`src/hdl/sssp_pkg.sv`:
```
// Package for the servo strike sweep PWM unit: widths, reset values, register indexes.
`default_nettype none
package sssp_pkg;

  localparam int WidthW  = 12;
  localparam int DwellW  = 9;
  localparam int PushW   = 10;
  localparam int ActW    = 11;
  localparam int PhaseW  = 5;
  localparam int UsW     = 15;
  localparam int CfgIdxW = 3;
  localparam int CfgW    = 12;

  localparam int FrameMs = 20;

  localparam logic [WidthW-1:0] RestWidthRst   = 12'd1000;
  localparam logic [WidthW-1:0] ActiveWidthRst = 12'd1500;
  localparam logic [DwellW-1:0] DwellRst       = 9'd0;
  localparam logic [PushW-1:0]  PushRst        = 10'd200;

  localparam logic [WidthW-1:0] WidthMax = {WidthW{1'b1}};
  localparam logic [UsW-1:0]    UsMax    = {UsW{1'b1}};

  typedef enum logic [CfgIdxW-1:0] {
    CFG_REST_WIDTH   = 3'd0,
    CFG_ACTIVE_WIDTH = 3'd1,
    CFG_DWELL_TIME   = 3'd2,
    CFG_PUSH_TIME    = 3'd3,
    CFG_SMOOTH_MODE  = 3'd4,
    CFG_WAIT_MODE    = 3'd5
  } cfg_idx_e;

  typedef struct packed {
    logic              pulse_out;
    logic [WidthW-1:0] pulse_width;
    logic              pushing;
    logic              driving;
  } result_t;

endpackage
`default_nettype wire

```
`src/hdl/servo_strike_sweep_pwm_unit.sv`:
```
// Servo strike sweep PWM channel: request latch, width ramp, 20 ms servo framing.
//
//  channel | signals                                      | direction
//  --------+----------------------------------------------+----------
//  in      | in_valid_i, in_stall_o, ms_tick_i,           | into block
//          | note_request_i                               |
//  out     | out_valid_o, out_stall_i, pulse_out_o,       | out of block
//          | pulse_width_o, pushing_o, driving_o          |
//  cfg     | cfg_we_i, cfg_index_i, cfg_data_i            | into block
//
// One tick per cycle while the input is not stalled: the state update is one pass
// of logic from the state registers to the result register, which is the main register,
// or the skid register while a result waits. The ramp step span/divisor comes from a
// radix-2 serial divider that loads its operands, then runs 12 quotient steps, after
// reset and after every register write. The input stalls during the write cycle, while
// the divider runs and while the skid register holds a transfer taken while a result waits.
`default_nettype none
module servo_strike_sweep_pwm_unit (
  input  wire logic                         clk_i,
  input  wire logic                         rst_ni,
  input  wire logic                         in_valid_i,
  output logic                              in_stall_o,
  input  wire logic                         ms_tick_i,
  input  wire logic                         note_request_i,
  output logic                              out_valid_o,
  input  wire logic                         out_stall_i,
  output logic                              pulse_out_o,
  output logic [sssp_pkg::WidthW-1:0]       pulse_width_o,
  output logic                              pushing_o,
  output logic                              driving_o,
  input  wire logic                         cfg_we_i,
  input  wire logic [sssp_pkg::CfgIdxW-1:0] cfg_index_i,
  input  wire logic [sssp_pkg::CfgW-1:0]    cfg_data_i
);
  import sssp_pkg::*;

  localparam int DivCntW = $clog2(WidthW + 1);
  localparam logic [DivCntW-1:0] DivSteps = DivCntW'(WidthW);

  // configuration registers
  logic [WidthW-1:0] rest_q, active_q;
  logic [DwellW-1:0] dwell_q;
  logic [PushW-1:0]  push_q;
  logic              smooth_q, wait_q;

  always_ff @(posedge clk_i or negedge rst_ni) begin
    if (!rst_ni) begin
      rest_q   <= RestWidthRst;
      active_q <= ActiveWidthRst;
      dwell_q  <= DwellRst;
      push_q   <= PushRst;
      smooth_q <= 1'b1;
      wait_q   <= 1'b0;
    end else if (cfg_we_i) begin
      unique case (cfg_index_i)
        CFG_REST_WIDTH:   rest_q   <= cfg_data_i[WidthW-1:0];
        CFG_ACTIVE_WIDTH: active_q <= cfg_data_i[WidthW-1:0];
        CFG_DWELL_TIME:   dwell_q  <= cfg_data_i[DwellW-1:0];
        CFG_PUSH_TIME:    push_q   <= cfg_data_i[PushW-1:0];
        CFG_SMOOTH_MODE:  smooth_q <= cfg_data_i[0];
        CFG_WAIT_MODE:    wait_q   <= cfg_data_i[0];
        default: ;
      endcase
    end
  end

  // ramp step divider operands
  logic              dir_down;
  logic [WidthW-1:0] span;
  logic [DwellW-1:0] half_push;
  logic [DwellW-1:0] divisor;

  assign dir_down  = rest_q > active_q;
  assign span      = dir_down ? rest_q - active_q : active_q - rest_q;
  assign half_push = push_q[PushW-1:1];
  // divisor forced to at least one
  assign divisor   = (dwell_q >= half_push) ? DwellW'(1) : half_push - dwell_q;

  // serial restoring divider; quotient shifts into the numerator register
  logic               start_q;
  logic               busy_q;
  logic [DivCntW-1:0] cnt_q;
  logic [WidthW-1:0]  num_q, step_q;
  logic [DwellW-1:0]  rem_q, dv_q;
  logic [DwellW:0]    rem_sh;
  logic               rem_ge;

  assign rem_sh = {rem_q, num_q[WidthW-1]};
  assign rem_ge = rem_sh >= {1'b0, dv_q};

  always_ff @(posedge clk_i or negedge rst_ni) begin
    if (!rst_ni) begin
      start_q <= 1'b1;
      busy_q  <= 1'b0;
      cnt_q   <= '0;
    end else if (cfg_we_i) begin
      start_q <= 1'b1;
      busy_q  <= 1'b0;
    end else if (start_q) begin
      start_q <= 1'b0;
      busy_q  <= 1'b1;
      cnt_q   <= '0;
    end else if (busy_q) begin
      cnt_q <= cnt_q + DivCntW'(1);
      if (cnt_q == DivSteps - DivCntW'(1)) busy_q <= 1'b0;
    end
  end

  always_ff @(posedge clk_i) begin
    if (start_q) begin
      num_q <= span;
      rem_q <= '0;
      dv_q  <= divisor;
    end else if (busy_q) begin
      num_q <= {num_q[WidthW-2:0], rem_ge};
      rem_q <= rem_ge ? DwellW'(rem_sh - {1'b0, dv_q}) : rem_sh[DwellW-1:0];
      if (cnt_q == DivSteps - DivCntW'(1)) step_q <= {num_q[WidthW-2:0], rem_ge};
    end
  end

  logic div_busy;
  assign div_busy = start_q | busy_q | cfg_we_i;

  // output buffer
  logic    out_valid_q, skid_valid_q;
  result_t main_q, skid_q;
  logic    in_acc, out_pop;

  assign in_stall_o = div_busy | skid_valid_q;
  assign in_acc     = in_valid_i & ~in_stall_o;
  assign out_pop    = out_valid_q & ~out_stall_i;

  // channel state
  logic              req_q, fwd_q, pin_q;
  logic [WidthW-1:0] wnow_q;
  logic [ActW-1:0]   act_q;
  logic [PhaseW-1:0] phase_q;
  logic [UsW-1:0]    us_q;

  logic              req_d, fwd_d, pin_d;
  logic [WidthW-1:0] wnow_d;
  logic [ActW-1:0]   act_d;
  logic [PhaseW-1:0] phase_d;
  logic [UsW-1:0]    us_d;
  logic              drive_d;

  logic              latch, fwd1;
  logic [ActW-1:0]   act1;
  logic [ActW:0]     act1_x2;
  logic [ActW-1:0]   push_x2;
  logic [WidthW:0]   w_plus;
  logic [WidthW-1:0] w_add, w_sub;
  logic [PhaseW-1:0] phase_inc;
  logic              frame_start;

  always_comb begin
    latch   = req_q | note_request_i;
    req_d   = latch;
    fwd1    = fwd_q;
    act1    = act_q;
    if (latch) begin
      if (!wait_q || (act_q >= ActW'(push_q))) begin
        fwd1 = 1'b1;
        act1 = '0;
      end
    end
    act1_x2 = {act1, 1'b0};
    push_x2 = {push_q, 1'b0};
    w_plus  = {1'b0, wnow_q} + {1'b0, step_q};
    w_add   = w_plus[WidthW] ? WidthMax : w_plus[WidthW-1:0];
    w_sub   = (step_q > wnow_q) ? '0 : wnow_q - step_q;

    fwd_d   = fwd_q;
    wnow_d  = wnow_q;
    act_d   = act_q;
    phase_d = phase_q;
    frame_start = 1'b0;
    phase_inc = phase_q + PhaseW'(1);

    if (ms_tick_i) begin
      req_d = 1'b0;
      fwd_d = fwd1;
      if (smooth_q) begin
        if (dir_down) begin
          if (fwd1) begin
            if (wnow_q > active_q) wnow_d = w_sub;
            else if ((ActW + 1)'(push_q) < act1_x2) fwd_d = 1'b0;
          end else if (wnow_q < rest_q) begin
            wnow_d = w_add;
          end
        end else begin
          if (fwd1) begin
            if (wnow_q < active_q) wnow_d = w_add;
            else if ((ActW + 1)'(push_q) < act1_x2) fwd_d = 1'b0;
          end else if (wnow_q > rest_q) begin
            wnow_d = w_sub;
          end
        end
      end else begin
        if ((act1_x2 < (ActW + 1)'(push_q)) && fwd1) begin
          wnow_d = active_q;
        end else begin
          wnow_d = rest_q;
          fwd_d  = 1'b0;
        end
      end
      act_d = (act1 < push_x2) ? act1 + ActW'(1) : act1;
      phase_d = (phase_inc >= PhaseW'(FrameMs)) ? '0 : phase_inc;
      frame_start = (phase_d == '0);
    end

    us_d    = (us_q < UsMax) ? us_q + UsW'(1) : us_q;
    drive_d = act_d < (ActW'(push_q) + ActW'(half_push));
    pin_d   = pin_q;
    if (drive_d) begin
      if (frame_start) begin
        us_d  = '0;
        pin_d = 1'b1;
      end else if (UsW'(wnow_d) < us_d) begin
        pin_d = 1'b0;
      end
    end
  end

  always_ff @(posedge clk_i or negedge rst_ni) begin
    if (!rst_ni) begin
      req_q   <= 1'b0;
      fwd_q   <= 1'b0;
      wnow_q  <= RestWidthRst;
      act_q   <= '0;
      phase_q <= '0;
      us_q    <= '0;
      pin_q   <= 1'b0;
    end else if (in_acc) begin
      req_q   <= req_d;
      fwd_q   <= fwd_d;
      wnow_q  <= wnow_d;
      act_q   <= act_d;
      phase_q <= phase_d;
      us_q    <= us_d;
      pin_q   <= pin_d;
    end
  end

  result_t res_d;
  assign res_d = '{pulse_out: pin_d, pulse_width: wnow_d, pushing: fwd_d, driving: drive_d};

  always_ff @(posedge clk_i or negedge rst_ni) begin
    if (!rst_ni) begin
      out_valid_q  <= 1'b0;
      skid_valid_q <= 1'b0;
    end else if (!out_valid_q || out_pop) begin
      if (skid_valid_q) begin
        out_valid_q  <= 1'b1;
        skid_valid_q <= 1'b0;
      end else begin
        out_valid_q <= in_acc;
      end
    end else if (in_acc) begin
      skid_valid_q <= 1'b1;
    end
  end

  always_ff @(posedge clk_i) begin
    if (!out_valid_q || out_pop) begin
      if (skid_valid_q) main_q <= skid_q;
      else if (in_acc)  main_q <= res_d;
    end else if (in_acc) begin
      skid_q <= res_d;
    end
  end

  assign out_valid_o   = out_valid_q;
  assign pulse_out_o   = main_q.pulse_out;
  assign pulse_width_o = main_q.pulse_width;
  assign pushing_o     = main_q.pushing;
  assign driving_o     = main_q.driving;

  // skid entry only exists behind a held main entry
  a_skid_behind_main: assert property (@(posedge clk_i) disable iff (!rst_ni)
    skid_valid_q |-> out_valid_q) else $error("skid valid without main valid");

  // no tick is taken while the ramp step is being recomputed
  a_no_accept_busy: assert property (@(posedge clk_i) disable iff (!rst_ni)
    (start_q || busy_q) |-> !in_acc) else $error("tick accepted during step divide");

  // a push only starts on an accepted millisecond tick
  a_push_start: assert property (@(posedge clk_i) disable iff (!rst_ni)
    $rose(fwd_q) |-> $past(in_acc && ms_tick_i)) else $error("push started off a tick");

  // channel state only moves on an accepted tick
  a_state_hold: assert property (@(posedge clk_i) disable iff (!rst_ni)
    !in_acc |=> $stable(wnow_q) && $stable(act_q))
    else $error("channel state moved without a tick");

endmodule
`default_nettype wire

```
`config.mk`:
```
export PLATFORM = sky130hd
export DESIGN_NAME = servo_strike_sweep_pwm_unit
export DESIGN_NICKNAME = d
export VERILOG_FILES = /design/src/hdl/sssp_pkg.sv /design/src/hdl/servo_strike_sweep_pwm_unit.sv
export SDC_FILE = /design/constraint.sdc
export NUM_CORES = 1
export LEC_CHECK = 0
export ABC_AREA = 1
export ABC_CLOCK_PERIOD_IN_PS = 14610
export CORE_UTILIZATION = 70
export DETAILED_ROUTE_END_ITERATION = 8
export DONT_BUFFER_PORTS = 1
export PLACE_DENSITY = 0.86
export SKIP_CTS_REPAIR_TIMING = 1
export SYNTH_ARGS = -nofsm -noshare
export SYNTH_HDL_FRONTEND = slang
export SYNTH_SLANG_ARGS = --single-unit
```
`constraint.sdc`:
```
create_clock -name clk_i -period 14.61 [get_ports clk_i]
set_input_delay 0.7305 -clock clk_i [delete_from_list [all_inputs] [get_ports clk_i]]
set_output_delay 0.7305 -clock clk_i [all_outputs]
set_load 0.05 [all_outputs]
```
== Yosys cells after proc, flatten, opt, wreduce, memory -nomap -nowiden ==
Cells that the tools add are included.
Cells by class
  add/subtract/negate cells: 11
  $lt $le $gt $ge: 16
  equal/unequal tests: 6
  multiplexer cells: 52
  bitwise operators: 11
  reduce and logical (&&, ||, !) cells: 21
Operators by type and width (count)
  12-bit two-way mux: 15
  15-bit two-way mux: 5
  12-bit > comparator: 4
  11-bit two-way mux: 4
  12-bit subtractor: 3
  12-bit < comparator: 2
  1-bit two-way mux: 24
  11-bit < comparator: 2
  2-bit AND reduction: 10
  9-bit subtractor: 2
  15-bit by 1-bit adder with 15-bit output, second input constant: 1
  12-bit by 15-bit < comparator with 1-bit output: 1
  15-bit < comparator, second input constant: 1
  12-bit by 12-bit adder with 13-bit output: 1
  10-bit by 12-bit < comparator with 1-bit output: 1
  12-bit by 10-bit < comparator with 1-bit output: 1
  10-bit by 9-bit adder with 11-bit output: 1
  11-bit by 1-bit adder with 11-bit output, second input constant: 1
  11-bit by 10-bit greater-or-equal comparator with 1-bit output: 1
  10-bit by 9-bit greater-or-equal comparator with 1-bit output: 1
  9-bit greater-or-equal comparator: 1
  9-bit two-way mux: 1
  4-bit two-way mux: 2
  3-bit by 2-bit == test with 1-bit output, second input constant: 2
  other kinds (17): 30
Storage, ports and cells
  flip-flop bits (word level): 171
  input bits: 22
  output and inout bits: 17
  logic and storage cells: 147

== Longest topological paths before layout ==
Gate-level depths: netlist (run 1).
  depth after elaboration: 15
  depth in mapped cells: 38
  depth with buffers taken out: 37

== Worst setup path before layout (run 1) ==
OpenSTA, ideal clock, no wires.
  path kind: flip-flop to flip-flop
  start point: reg push_q[6]
  end point: reg us_q[10]
  setup time: 130 ps
  data arrival time: 4901 ps
  path slack: 9579 ps
  cell stages (with the launch flop): 34
  path buffers: 1
  clock period less this slack: 5031 ps
  cell sequence: dfstp_2 > inv_1 > ha_1 > nand2_1 > inv_1 > nand2_1 > nand2_1 > a21oi_1 > nand4_1 > nand2_2 > clkinv_1 > nor2_1 > ha_1 > a21oi_1 > o21ai_0 > nand3_1 > a21oi_1 > a211oi_1 > nand3_2 > nor2_2 > nand3_1 > nor3_2 > nand3_2 > xor2_1 > ha_1 > a21oi_1 > a21oi_1 > a211oi_1 > nand2_2 > inv_2 > nand4_4 > buf_6 > nand3_1 > o21ai_0
On the way
  word-level cells in the longest chain between the ends: 9
  elaborated cells on any way between the ends: 11
RTL lines
  start, declared: RTL line servo_strike_sweep_pwm_unit.sv:43  | logic [PushW-1:0] push_q;
  start signal, assigned: RTL line servo_strike_sweep_pwm_unit.sv:51  | push_q <= PushRst;
  start signal, assigned: RTL line servo_strike_sweep_pwm_unit.sv:59  | CFG_PUSH_TIME: push_q <= cfg_data_i[PushW-1:0];
  11-bit by 10-bit greater-or-equal comparator with 1-bit output: RTL line servo_strike_sweep_pwm_unit.sv:162  | if (!wait_q || (act_q >= ActW'(push_q))) begin
  1-bit logical OR: RTL line servo_strike_sweep_pwm_unit.sv:162
  11-bit two-way mux: RTL line servo_strike_sweep_pwm_unit.sv:162
  11-bit two-way mux: RTL line servo_strike_sweep_pwm_unit.sv:161  | if (latch) begin
  11-bit by 1-bit adder with 11-bit output / 11-bit < comparator (equally long branches): RTL line servo_strike_sweep_pwm_unit.sv:207  | act_d = (act1 < push_x2) ? act1 + ActW'(1) : act1;
  11-bit two-way mux *: RTL line servo_strike_sweep_pwm_unit.sv:207
  11-bit two-way mux *: RTL line servo_strike_sweep_pwm_unit.sv:180  | if (ms_tick_i) begin
  net act_d[8]: RTL line servo_strike_sweep_pwm_unit.sv:142  | logic [ActW-1:0] act_d;
  11-bit < comparator *: RTL line servo_strike_sweep_pwm_unit.sv:213  | drive_d = act_d < (ActW'(push_q) + ActW'(half_push));
  net drive_d: RTL line servo_strike_sweep_pwm_unit.sv:145  | logic drive_d;
  15-bit two-way mux *: RTL line servo_strike_sweep_pwm_unit.sv:215  | if (drive_d) begin
  end signal, assigned: RTL line servo_strike_sweep_pwm_unit.sv:240  | us_q <= us_d;
  end, declared: RTL line servo_strike_sweep_pwm_unit.sv:138  | logic [UsW-1:0] us_q;
Mark *: on every way through the listed nets, which the timed path passes. The rest lies on a longest branch.
A chain may end at the register's enable or synchronous reset.

== Final worst setup path (run 1) ==
  start point: reg push_q[9]
  end point: reg main_q, in the netlist pulse_out_o, data pin
On the way
  word-level cells in the longest chain between the ends: 15
  elaborated cells on any way between the ends: 26
RTL lines
  11-bit by 10-bit greater-or-equal comparator with 1-bit output: RTL line servo_strike_sweep_pwm_unit.sv:162
  1-bit logical OR: RTL line servo_strike_sweep_pwm_unit.sv:162
  11-bit two-way mux: RTL line servo_strike_sweep_pwm_unit.sv:162
  11-bit two-way mux: RTL line servo_strike_sweep_pwm_unit.sv:161
  12-bit by 10-bit < comparator with 1-bit output: RTL line servo_strike_sweep_pwm_unit.sv:200  | if ((act1_x2 < (ActW + 1)'(push_q)) && fwd1) begin
  1-bit logical AND: RTL line servo_strike_sweep_pwm_unit.sv:200
  12-bit two-way mux: RTL line servo_strike_sweep_pwm_unit.sv:200
  12-bit two-way mux *: RTL line servo_strike_sweep_pwm_unit.sv:183  | if (smooth_q) begin
  12-bit two-way mux *: RTL line servo_strike_sweep_pwm_unit.sv:180
  net wnow_d[4]: RTL line servo_strike_sweep_pwm_unit.sv:141  | logic [WidthW-1:0] wnow_d;
  12-bit by 15-bit < comparator with 1-bit output *: RTL line servo_strike_sweep_pwm_unit.sv:219  | end else if (UsW'(wnow_d) < us_d) begin
  1-bit two-way mux *: RTL line servo_strike_sweep_pwm_unit.sv:219
  1-bit two-way mux *: RTL line servo_strike_sweep_pwm_unit.sv:216  | if (frame_start) begin
  1-bit two-way mux *: RTL line servo_strike_sweep_pwm_unit.sv:215
  net pin_d: RTL line servo_strike_sweep_pwm_unit.sv:140  | logic req_d, fwd_d, pin_d;
  15-bit two-way mux *: RTL line servo_strike_sweep_pwm_unit.sv:267  | else if (in_acc) main_q <= res_d;
  15-bit two-way mux *: RTL line servo_strike_sweep_pwm_unit.sv:266  | if (skid_valid_q) main_q <= skid_q;
  end signal, assigned: RTL line servo_strike_sweep_pwm_unit.sv:266
  end signal, assigned: RTL line servo_strike_sweep_pwm_unit.sv:267
  end, declared: RTL line servo_strike_sweep_pwm_unit.sv:126  | result_t main_q, skid_q;
Mark *: on every way through the listed nets, which the timed path passes. The rest lies on a longest branch. The select of a mux whose other input is x is not followed.

==> results list, run 1 <==
- Status: finished, violations left
- The checks that failed: design-rule violations.
- The initial utilization of the core area, before any placement, comes to 72.4%.
- Drt first pass iters: 9
- Syn Area/Cell: 7.64 µm²
* Proportion of netlist area held by the largest area contributor: 14.6%
- Classification of the worst-slack hold path: input pin to async pin
* Sequential area share after synthesis: 34.7%
* Clock sinks: 171
- Total I/O pin count: 39
- Post-synth net total: 1910
- Worst setup skew after layout: 0.0131 ns
- Primary flip-flop cell chosen by synthesis mapping: sky130_fd_sc_hd__dfrtp_1
* CTS Buf Count: 17
* Launch point of the critical path: push_q[9]
- Syn Inst Count: 1727
- The floorplan has 49 rows.
- Path depth of the worst reg2reg path: 33
- TritonCTS clock tree: yes
- Final period utilization: 41.7%
* Yosys cell types: 57
- Clock-pin slew was measured on the worst setup and hold paths at 0.07 ns.
- Data on the critical path arrives at its endpoint at 6.27 ns.
- Netlist area before placement: 13200 µm²
* Warnings from Yosys: 0
- Post-route total power: 2.59 mW
- Global routing consumed, over all layers together, 38.9% of the routing resources.
* Via count of the first global-routing pass: 11400
- Worst setup EP type: flop
* Unrepaired setup endpoints after global routing: false
- Total number of vias: 12000
* Core region area: 18200 µm²
- Gr ovfl total: 0
* Clock insertion delay at the later pin of the skew report: 0.44 ns
- The smallest clock period supported by the final layout is computed as 6.09 ns.
* Leading post-synthesis cells by cell area: sky130_fd_sc_hd__ha_1 15%, sky130_fd_sc_hd__edfxtp_1 14%, sky130_fd_sc_hd__dfrtp_1 14%
* Final hold viol count: 0
* Horizontal die dimension: 139 µm
- Max-slew headroom at the worst pin: 30.0%
- During placement, the flow inserted port buffers numbering 0.
- Most frequent cells in the layout: 383 x sky130_fd_sc_hd__nand2_1, 212 x sky130_fd_sc_hd__inv_1, 195 x sky130_fd_sc_hd__o21ai_0
- Of all flip-flops after synthesis, the portion carrying an async set or reset was 57.9%.
- Total of endpoints with negative setup slack in the final report: 0
- The startpoint identified for the worst register-to-register timing path is push_q[9].
- Placer Congestion: 1.02
- Endpoint of the worst-slack reg-to-reg timing path: pulse_out_o
* CTS Buffer Depth: 2
* Post-synthesis to final-layout area growth: 5.36%
- In this run the register-to-register setup slack is 8.52 ns.
- Leaving out fill and tap cells, the most frequent cell in the layout is sky130_fd_sc_hd__nand2_1.
- The number of antenna violations at the first check in global routing is 0.
- On the worst path, the slowest cell contributes a delay of 0.53 ns.
* Height of the die: 139 µm
- Crit path max fanout: 24
- Largest net degree at the start of global routing: 100
- Among all stages on the critical path, the largest delay is contributed by sky130_fd_sc_hd__dfrtp_1.
- Counting flops with a built-in enable in the synthesized netlist gives 63.
* Final routed wire length divided by cell count: 18.8 µm
- In this run the clock root is driven by a sky130_fd_sc_hd__clkbuf_16.
* Fin. max-slew vios: 0
- Antenna diodes: 0
* Post-synthesis register bit count: 171
* Sum of negative setup slack: 0 ns
- H-tree depth: 4
* Yosys top cell by area: sky130_fd_sc_hd__ha_1
* Crit path kind: flop to flop
- Die area: 19400 µm²
* Vias per inst: 6.19
- CP dominant cell by count: sky130_fd_sc_hd__nand2_1
- The detail route stage leaves a number of antenna-violating nets equal to 0.
* Tightest Pin Transition: 1.05 ns
- The first global-routing pass estimated 58.5 mm of wire.
- Critical Path End: pulse_out_o
- Launching element type of the critical path: flop
* Post-detailed-routing wire length: 36.5 mm
- Detailed router's first-iteration violation count: 1142
- Hpwl dp: 27.0 mm
- For this design the ratio of total power to cell area is 187 nW/µm².
- Final Net Count: 1882
- Total of max-cap violations: 0
* Leakage power: 6.61 nW
* Number of remaining DRC errors: 4
- Layout cells sized above 1: 5.49%
* Worst path required time: 14.79 ns
- For this run, the top clock speed supported by timing is 0.164 GHz.
* Largest voltage drop on the vdd net: 0.000140 V
through the flow:
step | std cells | area, µm² | utilization, % | setup slack [ns] | hold slack, ns
global placement | 1907 | 13300 | 72.9 | 8.91 | 0.436
CTS | 1939 | 13900 | 76.1 | 8.62 | -0.0177
detailed placement | 1907 | 13300 | 72.9 | 8.67 | 0.437
global route | 1941 | 13900 | 76.3 | 8.02 | 0.124
floorplan | 1727 | 13200 | - | 9.58 | 0.427
finish | 1941 | 13900 | 76.3 | 8.52 | 0.149
worst min-delay path by stage:
stage	start	end	slack, ns	cells after the start
floorplan	rst_ni	act_q[0]	0.43	0
global placement	rst_ni	wnow_q[0]	0.44	0
detailed placement	rst_ni	wnow_q[0]	0.44	0
CTS	rst_ni	busy_q	-0.02	0
global route	rst_ni	push_q[6]	0.12	0
finish	rst_ni	push_q[6]	0.15	0
registers in the layout, summed over array words and instances, names as in the netlist, 4 cells and up:
| signal | cells |
|---|---|
| active_q | 12 |
| rest_q | 12 |
| num_q | 12 |
| push_q | 10 |
| pulse_width_o | 12 |
| us_q | 15 |
| wnow_q | 12 |
| act_q | 11 |
| dwell_q | 9 |
| skid_q | 15 |
| cnt_q | 4 |
| rem_q | 9 |
| dv_q | 9 |
| phase_q | 5 |
| step_q | 12 |
Yosys cell counts (3+ instances only):
cell type                    n
sky130_fd_sc_hd__inv_2       4
sky130_fd_sc_hd__a32o_1      3
sky130_fd_sc_hd__dfrtp_1    75
sky130_fd_sc_hd__o311ai_0    3
sky130_fd_sc_hd__inv_1     212
sky130_fd_sc_hd__dfxtp_1     9
sky130_fd_sc_hd__a21o_1      3
sky130_fd_sc_hd__nor4_1      3
sky130_fd_sc_hd__nand3_1    92
sky130_fd_sc_hd__a211oi_1   10
sky130_fd_sc_hd__a31oi_1     5
sky130_fd_sc_hd__o22ai_1     7
sky130_fd_sc_hd__nand2_2     5
sky130_fd_sc_hd__nor3_1     22
sky130_fd_sc_hd__dfstp_2    24
sky130_fd_sc_hd__nor2_2      3
sky130_fd_sc_hd__ha_1      154
sky130_fd_sc_hd__o211ai_1   12
sky130_fd_sc_hd__nand2_1   383
sky130_fd_sc_hd__clkinv_1    3
sky130_fd_sc_hd__xnor2_1    14
sky130_fd_sc_hd__o21bai_1    5
sky130_fd_sc_hd__nand4_1    14
sky130_fd_sc_hd__buf_2       8
sky130_fd_sc_hd__xor2_1     39
sky130_fd_sc_hd__nand3_2     5
sky130_fd_sc_hd__buf_1       3
sky130_fd_sc_hd__clkbuf_1   39
sky130_fd_sc_hd__o21ai_1     8
sky130_fd_sc_hd__o21ai_0   195
sky130_fd_sc_hd__fa_1        7
sky130_fd_sc_hd__edfxtp_1   63
sky130_fd_sc_hd__nor2_1    114
sky130_fd_sc_hd__a21oi_1   143
sky130_fd_sc_hd__or2_2       9
power by group:
part | total [mW] | switching (mW) | internal (mW)
combinational | 1.36 | 0.895 | 0.469
sequential | 0.781 | 0.147 | 0.634
clock | 0.449 | 0.205 | 0.244
total | 2.59 | 1.25 | 1.35
cell families (layout without fill, tap and decap cells):
logic type                 Yosys count  after routing  synth area share, %
adders and majority gates          161            161                 15.7
DFF                                171            171                 34.7
buffers and inverters              273            258                 7.97
and+or+nand+nor                    658            658                 21.1
xor gates and xnor gates            53             53                 3.52
muxes                                1              1               0.0759
AOI/OAI and AO/OA                  410            410                 16.9
final cells by class:
class,count,area [µm²]
multi-input cells,1283,7560
fillers,1336,4320
inverters,219,822
repair buffers,7,75.1
clock buffers,19,443
clock inverters,13,131
flip-flops and latches,171,4580
well taps,229,287
worst max-delay path: cells and delay by family (launching register included):
kind                       cells  cell delay (ns)
AOI/OAI and AO/OA              7             1.49
adders and majority gates      3             1.05
buffers and inverters          4             0.59
DFF                            1             0.53
and+or+nand+nor               19             2.15
routing by layer:
metal / wire (µm) / share of wire (%) / vias up / global-route usage, %
met5: 0 / 0 / - / 0
met4: 1170 / 3.2 / 0 / 14.6
met3: 3560 / 9.7 / 97 / 8.47
met2: 17000 / 47 / 658 / 63.5
met1: 14800 / 41 / 5501 / 50.7
li1: - / - / 5753 / -
(Power assumes the default switching activity.)
==> run 2: changes to the inputs <==
Settings changed: ABC_CLOCK_PERIOD_IN_PS 14610 to 4950, CORE_UTILIZATION 70 to 59, PLACE_DENSITY 0.86 to 0.78.
Clock period 14.61 ns to 4.95 ns, I/O delays scaled along.
==> results list, run 2 (synthesis gave the netlist of run 1 again) <==
* Leakage power: 7.05 nW (+6.7%)
- The required arrival time at the worst endpoint was 5.15 ns (-9.64 ns).
* Cell count of the worst hold path: 2
- Final routed wire length divided by cell count: 17.5 µm (-7.1%)
- The slew at the pin closest to its max-slew limit is 1.06 ns (+0.0139 ns).
* Drt first pass iters: 7 (-2)
* Vias per inst: 5.88 (-5.0%)
* Post-detailed-routing wire length: 36.2 mm (-1.0%)
- Layout cells sized above 1: 13.3% (+7.8 points)
- The chip height was 152 µm (+8.8%).
* CTS Buf Count: 17 (unchanged)
- TritonCTS built the clock tree.
* Clock insertion delay at the later pin of the skew report: 0.44 ns (about the same)
- The number of design rule violations left after detail routing was 0 (-4).
- Final period utilization: 107% (+65 points)
* Util after Layout: 68.3% (-8.0 points)
- Worst hold path startpoint: note_request_i
- Failing checks: negative hold slack, negative setup slack
- The power density relative to cell area was 542 nW/µm² (+190%).
- Maximum cell stage delay along the critical path: 0.54 ns (about the same)
- Largest voltage drop on the vdd net: 0.000317 V (+130%)
* Antenna diodes: 0 (unchanged)
* Count of filler cells inserted in the layout: 1774 (+33%)
- The critical path data arrival time is 5.51 ns (-0.76 ns).
* Clock sinks: 171 (unchanged)
* Unrepaired setup endpoints after global routing: true
* Placer Congestion: 0.953 (-6.6%)
- Max-slew headroom at the worst pin: 29.0% (-0.96 points)
* Total number of vias: 12200 (+1.3%)
* Total of max-cap violations: 0 (unchanged)
* Worst setup EP type: flop
- The remaining number of nets flagged by the antenna check after routing was 0 (unchanged).
- Total I/O pin count: 39 (unchanged)
* Port-buffer cells: 0 (unchanged)
- The count of endpoints failing setup in the final report came to 20 (+20).
* Launching element type of the critical path: flop
- Post-route non-filler standard cell count: 2069 (+6.6%)
- Final Net Count: 1959 (+4.1%)
* First-pass GRT wire length: 55.9 mm (-4.4%)
- The area of the die is 23000 µm² (+18%).
- Classification of the worst-slack hold path: input pin to flop
- The tree is rooted in a sky130_fd_sc_hd__clkbuf_16.
- Via count of the first global-routing pass: 11200 (-2.3%)
- Crit path max fanout: 5 (-79%)
* Min setup slack post-route: -0.355 ns (-8.88 ns)
- CTS Buffer Depth: 2 (unchanged)
* Leading cell type in the layout, fill and taps excluded: sky130_fd_sc_hd__nand2_1
- The most critical setup path has its startpoint at push_q[6].
- Core region area: 21900 µm² (+20%)
- The clock slew at the register clock pins of the worst setup and hold paths was 0.07 ns (about the same).
* Fin Hold WS: -0.0260 ns (-0.175 ns)
- GRT Overall Usage: 31.5% (-7.4 points)
- Starting Density: 60.2% (-12 points)
- DP Area: 13900 µm² (+4.4%)
* CP dominant cell by count: sky130_fd_sc_hd__nand2_2
* Horizontal die dimension: 152 µm (+8.8%)
* Instance count on the critical path: 36 (+9.1%)
- The number of antenna violations at the first check in global routing came to 0 (unchanged).
* Status: finished, violations left
* Instance count after placement with tap cells included: 2025 (+6.2%)
- The final sum of negative setup slack came to -6.11 ns (-6.11 ns).
- The peak clock frequency supported by timing was 0.189 GHz (+15%).
* RR Startpoint: push_q[6]
* Fin. max-slew vios: 0 (unchanged)
* Critical path's slowest cell: sky130_fd_sc_hd__dfstp_2
* Most frequent cells in the layout: 371 x sky130_fd_sc_hd__nand2_1, 208 x sky130_fd_sc_hd__inv_1, 182 x sky130_fd_sc_hd__o21ai_0
- The critical path is of the flop to flop type.
* Kind of cell adding the most delay to the critical path: simple AND/OR/NAND/NOR gates
- Hpwl dp: 26.7 mm (-0.99%)
- Post-synthesis to final-layout area growth: 13.5%
- The total number of placement rows came to 54 (+10%).
- Buffers & Inverters on Critical Path: 6 (+2)
* Largest net degree at the start of global routing: 100 (unchanged)
- The total non-filler cell area in the finished layout is 15000 µm² (+7.7%).
* Biggest regs: skid_q: 15 flops, us_q: 15 flops
- The total congestion overflow after global routing was 0 (unchanged).
- The number of cells on the worst reg-to-reg path was 36 (+9.1%).
* Final hold viol count: 4 (+4)
- The shortest clock period the worst path allows after layout came to 5.30 ns (-0.783 ns).
- Detailed router's first-iteration violation count: 1017 (-11%)
* H-tree depth: 4 (unchanged)
* Worst setup skew after layout: 0.0144 ns (+0.00132 ns)
[run 2: cell count changes in the layout (fill, tap and decap cells not counted), moves of 7 or more]
cell | previous run | this run
sky130_fd_sc_hd__nand3_2 | 5 | 17
sky130_fd_sc_hd__o21ai_0 | 195 | 182
sky130_fd_sc_hd__nand3_1 | 92 | 79
sky130_fd_sc_hd__a21oi_1 | 143 | 134
sky130_fd_sc_hd__buf_4 | 5 | 76
sky130_fd_sc_hd__nand2_2 | 5 | 16
sky130_fd_sc_hd__nand2_1 | 383 | 371
sky130_fd_sc_hd__o21ai_1 | 8 | 15
sky130_fd_sc_hd__a21oi_2 | 0 | 8
sky130_fd_sc_hd__ha_4 | 0 | 9
sky130_fd_sc_hd__ha_1 | 154 | 145
[run 2: area by class of cell]
class | instances | area, µm² | share of cell area [%]
sequential | 171 | 4580 | 30.6
inverter | 219 | 826 | 5.52
clock buffer | 18 | 429 | 2.87
timing repair buffer | 84 | 686 | 4.58
clock inverter | 14 | 149 | 0.995
multi-input combinational | 1283 | 7940 | 53.1
tap | 280 | 350 | 2.34
[run 2: worst reg2reg max path: cells and delay by family (launching register included)]
kind | cells | cell delay (ns)
buffers and inverters | 6 | 0.49
xor gates and xnor gates | 1 | 0.09
DFF | 1 | 0.54
and+or+nand+nor | 22 | 2.51
adders and majority gates | 3 | 0.87
AOI/OAI and AO/OA | 4 | 0.56
[run 2: where the power goes]
group          switching, mW  internal, mW  leakage [nW]
Clock                  0.647         0.716         0.285
Sequential             0.368          1.87          1.87
Combinational           2.81          1.70          4.89
Total                   3.82          4.28          7.05
[run 2: final timing paths]
| check | to | slack [ns] |
|---|---|---|
| max | pulse_out_o | -0.35 |
| min | req_q | -0.03 |
| max reg2reg | pulse_out_o | -0.35 |
| min reg2reg | step_q[11] | 0.46 |
| max in group asynchronous | active_q[10] | 4.10 |
| min in group asynchronous | wnow_q[0] | 0.41 |
[run 2: per-layer routing]
layer | wire length (µm) | share of wire (%) | GRT usage (%) | vias to the layer above
li1 | - | - | - | 5903
met4 | 1280 | 3.5 | 13.3 | 0
met5 | 0 | 0 | 0 | -
met2 | 17200 | 48 | 51.8 | 475
met3 | 2650 | 7.3 | 5.18 | 84
met1 | 15000 | 42 | 41.2 | 5700
[run 2: metrics by stage]
step | power (mW) | setup WS (ns)
2_1_floorplan | 5.16 | 0.0915
3_3_place_gp | 6.25 | -0.0299
3_5_place_dp | 6.37 | -0.214
4_1_cts | 7.77 | -0.276
5_1_grt | 8.74 | -0.647
6_report | 8.10 | -0.355
